[config.mk]
export PLATFORM = sky130hd
export DESIGN_NAME = cross_entropy_loss_and_gradient
export DESIGN_NICKNAME = d
export VERILOG_FILES = /design/src/hw/rtl/cel_pkg.sv /design/src/hw/rtl/cel_ctrl.sv /design/src/hw/rtl/cel_dp.sv /design/src/hw/rtl/cross_entropy_loss_and_gradient.sv
export VERILOG_INCLUDE_DIRS = /design/src /design/src/hw/rtl
export SDC_FILE = /design/constraint.sdc
export NUM_CORES = 2
export LEC_CHECK = 0
export BUFFER_PORTS_ARGS = -buffer_cell sky130_fd_sc_hd__buf_4
export CAP_MARGIN = 20
export CORE_AREA = 2 2 401 403
export CTS_CLUSTER_SIZE = 14
export DETAILED_ROUTE_END_ITERATION = 8
export DIE_AREA = 0 0 403 405
export GPL_ROUTABILITY_DRIVEN = 0
export PLACE_DENSITY_LB_ADDON = 0.1
export SLEW_MARGIN = 20
export SYNTH_ARGS = -nofsm -noshare
export SYNTH_HDL_FRONTEND = slang
export SYNTH_SLANG_ARGS = --single-unit
[constraint.sdc]
create_clock -name clk -period 10 [get_ports clk]
set_clock_uncertainty 0.2 [all_clocks]
set_input_delay 1 -clock clk [delete_from_list [all_inputs] [get_ports clk]]
set_output_delay 1 -clock clk [all_outputs]
set_load 0.02 [all_outputs]
[src/hw/rtl/cross_entropy_loss_and_gradient_macros.svh]
// ----------------------------------------------------------------------------
// Assertion macros for the cross-entropy loss and gradient block
// Shared macros for concurrent assertions clocked on clk with sync reset.
// ----------------------------------------------------------------------------
`ifndef CROSS_ENTROPY_LOSS_AND_GRADIENT_MACROS_SVH
`define CROSS_ENTROPY_LOSS_AND_GRADIENT_MACROS_SVH

// Implication checked every clock edge while out of reset.
`define CEL_ASSERT_IMP(label, ante, cons, msg) \
  label: assert property (@(posedge clk) disable iff (!rst_n) (ante) |-> (cons)) \
    else $error(msg);

// Implication with the consequent checked in the cycle after the antecedent.
`define CEL_ASSERT_NEXT(label, ante, cons, msg) \
  label: assert property (@(posedge clk) disable iff (!rst_n) (ante) |=> (cons)) \
    else $error(msg);

`endif

[src/hw/rtl/cel_pkg.sv]
// ----------------------------------------------------------------------------
// Cross-entropy package
// Types, constants and the log table shared by the cross-entropy modules.
// ----------------------------------------------------------------------------
package cel_pkg;

  localparam int FRAC_BITS   = 16;
  localparam int MAX_CLASSES = 1024;
  localparam int CNT_W       = $clog2(MAX_CLASSES + 1);

  localparam logic [16:0] ONE_FX     = 17'd65536;
  localparam logic [24:0] GRAD_LIMIT = 25'd16777216;
  localparam logic [19:0] LOSS_MAX   = 20'hFFFFF;
  localparam logic [31:0] LN2_Q30    = 32'd744261118;

  // Register indexes on the configuration port.
  localparam logic [1:0] REG_BATCH = 2'd0;
  localparam logic [1:0] REG_NCLS  = 2'd1;
  localparam logic [1:0] REG_SCALE = 2'd2;

  typedef struct packed {
    logic [16:0] prob;
    logic [9:0]  label;
  } cel_in_t;

  typedef struct packed {
    logic signed [25:0] grad;
    logic [19:0]        loss;
    logic               loss_valid;
    logic               last;
    logic               label_error;
  } cel_out_t;

  // Controller commands to the datapath.
  typedef struct packed {
    logic load;      // capture input item, compute gradient product
    logic finish;    // produce result, update running sums
    logic log_step;  // one normalization step of the log
    logic div_start; // start divider
    logic div_step;  // one divider step
  } cel_cmd_t;

  // Datapath status to the controller.
  typedef struct packed {
    logic need_log;  // label column with p below one
    logic end_batch;
    logic log_done;
    logic div_done;
  } cel_stat_t;

  // ln(1 + 2^-k) in Q30, k = 1..30.
  function automatic logic [31:0] ln1p_pow2(input logic [4:0] k);
    logic [31:0] v;
    begin
      case (k)
        5'd1: v = 32'd435364845;
        5'd2: v = 32'd239598564;
        5'd3: v = 32'd126468572;
        5'd4: v = 32'd65095192;
        5'd5: v = 32'd33040817;
        5'd6: v = 32'd16647493;
        5'd7: v = 32'd8356010;
        5'd8: v = 32'd4186133;
        default: v = (32'd1 << (30 - k)) - ((k >= 5'd15) ? 32'd0 : (32'd1 << (29 - 2 * k)));
      endcase
      return v;
    end
  endfunction

endpackage

[src/hw/rtl/cel_ctrl.sv]
// ----------------------------------------------------------------------------
// Cross-entropy controller
// Sequences load, log iterations, batch-mean division and result issue.
// ----------------------------------------------------------------------------
module cel_ctrl (
  input  logic             clk,
  input  logic             rst_n,
  input  logic             in_valid,
  output logic             in_stall,
  input  logic             out_busy,
  input  cel_pkg::cel_stat_t stat,
  output cel_pkg::cel_cmd_t  cmd
);
  import cel_pkg::*;

  typedef enum logic [2:0] {S_IDLE, S_EVAL, S_LOG, S_DIV, S_DONE} state_t;

  state_t state_r, state_nxt;

  // Accept only while idle; the result register gets a free slot first.
  assign in_stall = (state_r != S_IDLE);

  always_comb begin
    state_nxt = state_r;
    cmd = '0;
    unique case (state_r)
      S_IDLE: begin
        if (in_valid) begin
          cmd.load  = 1'b1;
          state_nxt = S_EVAL;
        end
      end
      S_EVAL: begin
        if (stat.need_log) begin
          state_nxt = S_LOG;
        end else if (stat.end_batch) begin
          cmd.div_start = 1'b1;
          state_nxt = S_DIV;
        end else begin
          state_nxt = S_DONE;
        end
      end
      S_LOG: begin
        cmd.log_step = 1'b1;
        if (stat.log_done) begin
          if (stat.end_batch) begin
            state_nxt = S_DIV;
          end else begin
            state_nxt = S_DONE;
          end
        end
      end
      S_DIV: begin
        if (stat.div_done) begin
          state_nxt = S_DONE;
        end else begin
          cmd.div_step = 1'b1;
        end
      end
      S_DONE: begin
        if (!out_busy) begin
          cmd.finish = 1'b1;
          state_nxt = S_IDLE;
        end
      end
      default: state_nxt = S_IDLE;
    endcase
  end

  always_ff @(posedge clk) begin
    if (!rst_n) begin
      state_r <= S_IDLE;
    end else begin
      state_r <= state_nxt;
    end
  end

endmodule

[src/hw/rtl/cel_dp.sv]
// ----------------------------------------------------------------------------
// Cross-entropy datapath
// Gradient product, iterative log, loss sum, serial divider and counters.
// ----------------------------------------------------------------------------
module cel_dp (
  input  logic               clk,
  input  logic               rst_n,
  input  cel_pkg::cel_in_t   in_data,
  input  cel_pkg::cel_cmd_t  cmd,
  output cel_pkg::cel_stat_t stat,
  input  logic [15:0]        batch_size,
  input  logic [10:0]        num_classes,
  input  logic [31:0]        gradient_scale,
  output cel_pkg::cel_out_t  res
);
  import cel_pkg::*;
  `include "cross_entropy_loss_and_gradient_macros.svh"

  logic [16:0] prob_r;
  logic        hit_r, err_r, end_row_r, end_batch_r;
  logic [24:0] mag_r;
  logic [47:0] prod_r;
  logic [9:0]  col_r;
  logic [15:0] row_r;
  logic [31:0] sum_r;
  logic [31:0] y_r;
  logic [35:0] acc_r;
  logic [4:0]  k_r;
  logic        log_act_r;
  logic [31:0] sum_in_r;
  logic [31:0] quo_r;
  logic [16:0] rem_r;
  logic [5:0]  dcnt_r;

  logic [16:0] p_cl;
  logic [10:0] nc;
  logic [16:0] rows;
  logic        err, hit;
  logic [4:0]  msb;
  logic [32:0] y_try;

  // Effective class count and row count, clamped probability, label error and hit.
  always_comb begin
    nc = num_classes;
    if (num_classes == 11'd0) nc = 11'd1;
    else if (num_classes > 11'(MAX_CLASSES)) nc = 11'(MAX_CLASSES);
    rows = (batch_size == 16'd0) ? 17'd1 : {1'b0, batch_size};
    p_cl = (in_data.prob > ONE_FX) ? ONE_FX : in_data.prob;
    err  = {1'b0, in_data.label} >= nc;
    hit  = !err && (col_r == in_data.label);
  end

  // Leading-one position of the clamped probability, 16 at most.
  always_comb begin
    msb = 5'd0;
    for (int i = 0; i < 17; i++) begin
      if (prob_r[i]) msb = 5'(i);
    end
  end

  assign y_try = {1'b0, y_r} + {1'b0, (y_r >> k_r)};

  // Capture the item, the gradient magnitude and the end-of-row and end-of-batch flags.
  always_ff @(posedge clk) begin
    if (cmd.load) begin
      prob_r      <= (p_cl == 17'd0) ? 17'd1 : p_cl;
      hit_r       <= hit;
      err_r       <= err;
      mag_r       <= 25'(hit ? (ONE_FX - p_cl) : p_cl);
      end_row_r   <= ({1'b0, col_r} + 11'd1) >= nc;
      end_batch_r <= (({1'b0, col_r} + 11'd1) >= nc) && (({1'b0, row_r} + 17'd1) >= rows);
    end
  end

  always_ff @(posedge clk) begin
    prod_r <= 48'(mag_r[16:0] * gradient_scale);
  end

  // Normalize-and-accumulate log, one k per cycle.
  always_ff @(posedge clk) begin
    if (!rst_n) begin
      log_act_r <= 1'b0;
    end else if (cmd.load) begin
      log_act_r <= 1'b0;
    end else if (cmd.log_step) begin
      if (!log_act_r) begin
        log_act_r <= 1'b1;
        y_r   <= 32'({15'd0, prob_r} << (5'd30 - msb));
        acc_r <= 36'((5'd15 - msb) * LN2_Q30);
        k_r   <= 5'd1;
      end else begin
        if (y_try < 33'h80000000) begin
          y_r   <= y_try[31:0];
          acc_r <= acc_r + 36'(ln1p_pow2(k_r));
        end
        k_r <= k_r + 5'd1;
      end
    end
  end

  logic [36:0] nl_full;
  logic [32:0] sum_add;
  assign nl_full = ({1'b0, acc_r} + 37'd8192) >> 14;
  assign sum_add = {1'b0, sum_r} + 33'(nl_full);
  assign stat.need_log  = hit_r && (prob_r < ONE_FX);
  assign stat.end_batch = end_batch_r;
  assign stat.log_done  = log_act_r && (k_r == 5'd30) && !(y_try < 33'h80000000 && 1'b0);
  assign stat.div_done  = (dcnt_r == 6'd0);

  logic [31:0] sum_eff;
  always_comb begin
    sum_eff = sum_r;
    if (stat.need_log && log_act_r) sum_eff = sum_add[32] ? 32'hFFFFFFFF : sum_add[31:0];
  end

  // Restoring divider, one quotient bit per cycle.
  logic [17:0] rtry;
  assign rtry = {rem_r, sum_in_r[31]} - {1'b0, rows};
  always_ff @(posedge clk) begin
    if (!rst_n) begin
      dcnt_r <= 6'd0;
    end else if (cmd.div_start || (cmd.log_step && stat.log_done && end_batch_r)) begin
      dcnt_r   <= 6'd33;
      sum_in_r <= 32'd0;
      quo_r    <= 32'd0;
      rem_r    <= 17'd0;
    end else if (cmd.div_step) begin
      dcnt_r <= dcnt_r - 6'd1;
      if (dcnt_r == 6'd33) begin
        sum_in_r <= sum_eff;
      end else begin
        sum_in_r <= sum_in_r << 1;
        if (!rtry[17]) begin
          rem_r <= rtry[16:0];
          quo_r <= {quo_r[30:0], 1'b1};
        end else begin
          rem_r <= {rem_r[15:0], sum_in_r[31]};
          quo_r <= {quo_r[30:0], 1'b0};
        end
      end
    end
  end

  // Result and state update.
  logic [24:0] r_rnd;
  logic [32:0] q_rnd;
  always_comb begin
    r_rnd = 25'((prod_r + 48'd32768) >> 16);
    if (((prod_r + 48'd32768) >> 16) > 48'(GRAD_LIMIT)) r_rnd = GRAD_LIMIT;
    q_rnd = {1'b0, quo_r} + (({rem_r, 1'b0} >= {1'b0, rows}) ? 33'd1 : 33'd0);
  end

  always_ff @(posedge clk) begin
    if (!rst_n) begin
      col_r <= '0;
      row_r <= '0;
      sum_r <= '0;
    end else if (cmd.finish) begin
      res.grad        <= hit_r ? -$signed({1'b0, r_rnd}) : $signed({1'b0, r_rnd});
      res.loss_valid  <= end_batch_r;
      res.last        <= end_batch_r;
      res.label_error <= err_r;
      res.loss        <= !end_batch_r ? 20'd0 :
                         (q_rnd > 33'(LOSS_MAX)) ? LOSS_MAX : q_rnd[19:0];
      if (end_batch_r) begin
        col_r <= '0;
        row_r <= '0;
        sum_r <= '0;
      end else begin
        sum_r <= sum_eff;
        if (end_row_r) begin
          col_r <= '0;
          row_r <= row_r + 16'd1;
        end else begin
          col_r <= col_r + 10'd1;
        end
      end
    end
  end

  `CEL_ASSERT_IMP(a_log_sel, cmd.log_step, stat.need_log, "log step without label hit")
  `CEL_ASSERT_IMP(a_err_nohit, err_r && cmd.finish, !hit_r, "error item marked as hit")
  `CEL_ASSERT_IMP(a_one_cmd, cmd.load, !cmd.finish, "load and finish together")

endmodule

[src/hw/rtl/cross_entropy_loss_and_gradient.sv]
// ----------------------------------------------------------------------------
// Cross-entropy loss and gradient
// Per-element gradient of softmax cross entropy with streamed batch mean loss.
// ----------------------------------------------------------------------------
// An element not at its row's label column, or with probability one, passes
// through the idle, evaluate and done states. A label element below one also
// runs the serial log unit, and the batch's last element the serial mean
// divider. One element is computed at a time, and the next one may be
// accepted while the previous result still waits in the output register.
// After a register write the input stalls while the gradient scale is
// recomputed by a serial divider.
module cross_entropy_loss_and_gradient (
  input  logic              clk,
  input  logic              rst_n,
  input  logic              in_valid,
  output logic              in_stall,
  input  cel_pkg::cel_in_t  in_data,
  output logic              out_valid,
  input  logic              out_stall,
  output cel_pkg::cel_out_t out_data,
  input  logic              psel,
  input  logic              penable,
  input  logic              pwrite,
  input  logic [3:0]        paddr,
  input  logic [31:0]       pwdata,
  output logic [31:0]       prdata,
  output logic              pready
);
  import cel_pkg::*;

  cel_cmd_t  cmd;
  cel_stat_t stat;
  logic [15:0] batch_r;
  logic [10:0] ncls_r;
  logic [23:0] scale_r;
  logic [31:0] gscale_r;
  logic        out_valid_r;
  logic        recalc_r;
  logic [16:0] div;
  logic [1:0]  ridx;
  logic        cfg_busy;
  logic        ctrl_stall;

  assign pready = 1'b1;
  assign ridx   = paddr[3:2];
  assign div    = (batch_r == 16'd0) ? 17'd1 : {1'b0, batch_r};

  // Register writes; the scale divide runs serially afterwards.
  always_ff @(posedge clk) begin
    if (!rst_n) begin
      batch_r  <= 16'd1;
      ncls_r   <= 11'd10;
      scale_r  <= 24'd65536;
      recalc_r <= 1'b0;
    end else if (psel && penable && pwrite) begin
      recalc_r <= 1'b1;
      unique case (ridx)
        REG_BATCH: batch_r <= pwdata[15:0];
        REG_NCLS:  ncls_r  <= pwdata[10:0];
        REG_SCALE: scale_r <= pwdata[23:0];
        default: recalc_r <= 1'b0;
      endcase
    end else begin
      recalc_r <= 1'b0;
    end
  end

  // Serial divider for the gradient scale, one bit per cycle.
  logic [5:0]  sc_r;
  logic [24:0] sn_r;
  logic [17:0] srem_r;
  logic [24:0] squo_r;
  logic [18:0] strial;
  assign strial = {srem_r, sn_r[24]} - {2'b0, div};
  always_ff @(posedge clk) begin
    if (!rst_n) begin
      sc_r     <= 6'd0;
      gscale_r <= 32'd65536;
    end else if (recalc_r) begin
      sc_r   <= 6'd25;
      sn_r   <= 25'(scale_r) + 25'(div >> 1);
      srem_r <= '0;
      squo_r <= '0;
    end else if (sc_r != 6'd0) begin
      sc_r <= sc_r - 6'd1;
      sn_r <= sn_r << 1;
      if (!strial[18]) begin
        srem_r <= strial[17:0];
        squo_r <= {squo_r[23:0], 1'b1};
        if (sc_r == 6'd1) gscale_r <= 32'({squo_r[23:0], 1'b1});
      end else begin
        srem_r <= {srem_r[16:0], sn_r[24]};
        squo_r <= {squo_r[23:0], 1'b0};
        if (sc_r == 6'd1) gscale_r <= 32'({squo_r[23:0], 1'b0});
      end
    end
  end

  // Hold off new transactions until the gradient scale is up to date.
  assign cfg_busy = recalc_r || (sc_r != 6'd0);
  assign in_stall = ctrl_stall || cfg_busy;

  always_comb begin
    unique case (ridx)
      REG_BATCH: prdata = {16'd0, batch_r};
      REG_NCLS:  prdata = {21'd0, ncls_r};
      REG_SCALE: prdata = {8'd0, scale_r};
      default:   prdata = 32'd0;
    endcase
  end

  cel_ctrl u_ctrl (
    .clk(clk), .rst_n(rst_n), .in_valid(in_valid && !cfg_busy), .in_stall(ctrl_stall),
    .out_busy(out_valid_r && out_stall), .stat(stat), .cmd(cmd)
  );

  cel_dp u_dp (
    .clk(clk), .rst_n(rst_n), .in_data(in_data), .cmd(cmd), .stat(stat),
    .batch_size(batch_r), .num_classes(ncls_r), .gradient_scale(gscale_r),
    .res(out_data)
  );

  always_ff @(posedge clk) begin
    if (!rst_n) begin
      out_valid_r <= 1'b0;
    end else if (cmd.finish) begin
      out_valid_r <= 1'b1;
    end else if (!out_stall) begin
      out_valid_r <= 1'b0;
    end
  end
  assign out_valid = out_valid_r;

endmodule
==> impl_metrics.csv <==
group,metric,value,unit
worst_setup_path,max_stage_delay,0.88,ns
worst_hold_path,min_path_type,"reg -> reg",
clock_tree,numCtsBuffers,66,
placed_design,dp_hpwl,118000,um
layout,post-route-util,36.0,%
clock_tree,cts_hold_buf,0,
route,ant_nets,0,
power_and_ir_drop,ir_worst_vdd,0.000409,V
timing,slew_viol_final,0,
global_route,grt_usage,19.1,%
synthesis,synth_edf_count,307,
timing,tightest_slew,1.04,ns
layout,fin_cells,8090,
placed_design,pre_cts_slack,2.10,ns
route,wl_per_cell,19.4,um
die,num_rows,147,
worst_setup_path,crit_required,10.34,ns
timing,fin_crit,7.97,ns
timing,holdWs,0.218,ns
global_route,grt_pass1_wl,246000,um
route,routed_wl,157000,um
layout,drive_above_1_share,7.77,%
clock_tree,clock_latency,0.68,ns
synthesis,async_flop_share,0,%
synthesis,synthFlopType,"edfxtp_1",
synthesis,synth-seq-area-share,24.7,%
placed_design,place_inst,7960,
worst_setup_path,cp_cell_sequence,"buf_4 > nand2_1 > fa_1 > inv_1 > fa_1 > inv_1 > fa_1 > inv_1 > fa_1 > inv_1 > fa_1 > inv_1 > fa_1 > ha_1 > a21oi_1 > nand2_1 > a2111oi_0 > nand4_1 > o2111ai_1 > o211ai_1 > a21oi_1 > a21oi_1 > a21oi_1 > o21ai_0",
placed_design,placed_area,55000,sq um
layout,area_growth,10.1,%
timing,setup_tns,0,ns
die,die_w,403,um
synthesis,yosysWarnings,0,
global_route,overflow,0,
power_and_ir_drop,power_density,302,nW/um^2
die,die_height,405,um
clock_tree,root_buffer,"clkbuf_16",
worst_setup_path,critPathMaxFanout,14,
timing,setup_ws,2.03,ns
synthesis,ys_seq_elements,489,
route,vias,42000,
timing,finalCritPeriodShare,79.7,%
route,drt_pass1_iterations,5,
worst_setup_path,crit_type,"reg -> reg",
layout,nets,6828,
clock_tree,cts.sinks,489,
timing,maxSlewHeadroom,30.4,%
clock_tree,path_clk_slew,0.06,ns
timing,max_freq,126,MHz
outcome,status,"finished, final reports clean",
synthesis,synth_area,52000,sq um
route,via_per_inst,5.19,
worst_setup_path,cp-start-kind,"register",
clock_tree,cts_tree,"done",
die,dieArea,163000,sq um
worst_setup_path,arrival,8.31,ns
synthesis,synth.avg_cell_area,8.70,sq um
worst_setup_path,critical_path.slowest_cell,"edfxtp_1",
timing,setup_viol,0,
clock_tree,cts.path.max_buffers,3,
power_and_ir_drop,power_leakage,24.3,nW
route,drc_errors,0,
global_route,grt_pass1_vias,41500,
timing,rsz0062_at_grt,"no",
die,pin_count,154,
synthesis,synth_cells,5980,
worst_setup_path,end_kind,"register",
die,core_area,159000,sq um
clock_tree,cts_resized,0,
global_route,grt_max_degree,69,
worst_setup_path,crit_top_cell,"fa_1",
placed_design,io_buffers,134,
layout,stdcell_area,57300,sq um
clock_tree,post-cts-setup-buffer-count,0,
run,drv_cap,0,
synthesis,synth_cell_types,106,
power_and_ir_drop,finalPower,17.3,mW
global_route,antenna_found_initial,19,
die,start_util,32.7,%
timing,hold_viol,0,
route,drt_iter0_drc,2663,
clock_tree,htreeDepth,3,
final cells by class:
cell class / instances / area (sq um)
Sequential cell: 489 / 12900
Fill cell: 16500 / 102000
Antenna cell: 7 / 17.5
Inverter: 503 / 1890
Clock inverter: 28 / 300
Timing Repair Buffer: 215 / 1630
Tap cell: 2086 / 2610
Multi-Input combinational cell: 4668 / 36100
Clock buffer: 94 / 1880
cells by family (layout without fill, tap and decap cells):
group | after synthesis | in the layout | share of synthesized area (%)
AOI/OAI and AO/OA | 1164 | 1164 | 14.6
xor gates and xnor gates | 370 | 370 | 6.30
adders and majority gates | 815 | 815 | 25.0
buffers and inverters | 834 | 840 | 6.20
DFF | 489 | 489 | 24.7
muxes | 153 | 153 | 3.63
other | 2 | 20 | 0.0144
and+or+nand+nor | 2153 | 2153 | 19.5
power breakdown:
group          internal (mW)  switching [mW]  total, mW
clock                   1.36            1.04       2.40
sequential              2.96           0.370       3.33
combinational           4.88            6.67       11.6
total                   9.20            8.08       17.3
final timing paths:
check | from | endpoint | slack [ns] | cells past startpoint
hold reg to reg | u_dp.err_r | u_dp.res[0] | 0.22 | 0
hold / removal | u_dp.err_r | u_dp.res[0] | 0.22 | 0
setup / recovery | u_dp.mag_r[6] | u_dp.prod_r[44] | 2.03 | 24
setup reg to reg | u_dp.mag_r[6] | u_dp.prod_r[44] | 2.03 | 24
metal layers:
metal / vias up / part of all wire [%] / routed length [um] / global-route usage, %
li1: 20400 / - / - / -
met1: 20500 / 48 / 76000 / 27.4
met2: 889 / 44 / 69600 / 29.8
met3: 170 / 5.2 / 8210 / 2.96
met4: 8 / 2.2 / 3440 / 5.14
met5: - / 0.032 / 51 / 0
cells in the mapped netlist (28+ instances only):
cell type	instances	area, sq um
o21ai_0	231	1160
mux2i_1	101	1010
edfxtp_1	307	9220
xor2_1	137	1200
ha_1	439	5490
and2_1	196	1230
nand2b_1	41	257
dfxtp_1	182	3640
nor3_1	127	636
xnor2_1	229	2010
a21o_1	77	578
o21a_1	57	428
nand3_1	110	551
inv_1	497	1870
nor4_1	28	175
fa_1	376	7530
a21boi_0	101	758
clkbuf_1	268	1010
nand4_1	47	294
nand2_1	868	3260
a31oi_1	41	257
and3_1	77	482
nor2b_1	108	676
a21oi_1	296	1480
nor2_1	429	1610
or3_1	29	181
o22ai_1	35	219
a211oi_1	46	345
cells in the final DEF (no fill, tap or decap), types with 22 or more instances in the layout:
| cell | n |
|---|---|
| o211ai_1 | 22 |
| nand4_1 | 47 |
| nor4_1 | 27 |
| nor2b_1 | 107 |
| buf_4 | 213 |
| xnor2_1 | 228 |
| nor2_1 | 429 |
| o22ai_1 | 35 |
| a21o_1 | 77 |
| mux2_2 | 26 |
| nand3_1 | 108 |
| edfxtp_1 | 307 |
| nor3_1 | 125 |
| o31ai_1 | 26 |
| mux2i_1 | 101 |
| and3_1 | 75 |
| a211oi_1 | 46 |
| nand2b_1 | 41 |
| or3_1 | 29 |
| o21ai_0 | 229 |
| fa_1 | 376 |
| a31oi_1 | 41 |
| dfxtp_1 | 180 |
| xor2_1 | 137 |
| or2_2 | 27 |
| a21oi_1 | 295 |
| nand2_1 | 868 |
| o21a_1 | 56 |
| inv_1 | 496 |
| and2_1 | 195 |
| a21boi_0 | 101 |
| clkbuf_16 | 66 |
| mux4_2 | 26 |
| a22oi_1 | 27 |
| ha_1 | 439 |
state kept, by name (all words and copies together), names as in the netlist, 10 cells and up:
name,cells
u_dp.res,48
u_dp.acc_r,36
u_dp.quo_r,32
u_dp.sum_in_r,32
u_dp.sum_r,32
u_dp.y_r,32
u_dp.prod_r,30
gscale_r,25
sn_r,25
scale_r,24
squo_r,24
srem_r,18
u_dp.mag_r,17
u_dp.prob_r,17
u_dp.rem_r,17
batch_r,16
u_dp.row_r,16
ncls_r,11
u_dp.col_r,10
worst max-delay path: cells and delay by family (launching register included):
family                     cells  cell delay (ns)
AOI/OAI and AO/OA              8             2.18
adders and majority gates      7             3.50
buffers and inverters          6             0.66
and+or+nand+nor                3             0.43
DFF                            1             0.88
No activity file was read; power rests on OpenSTA's default activity.
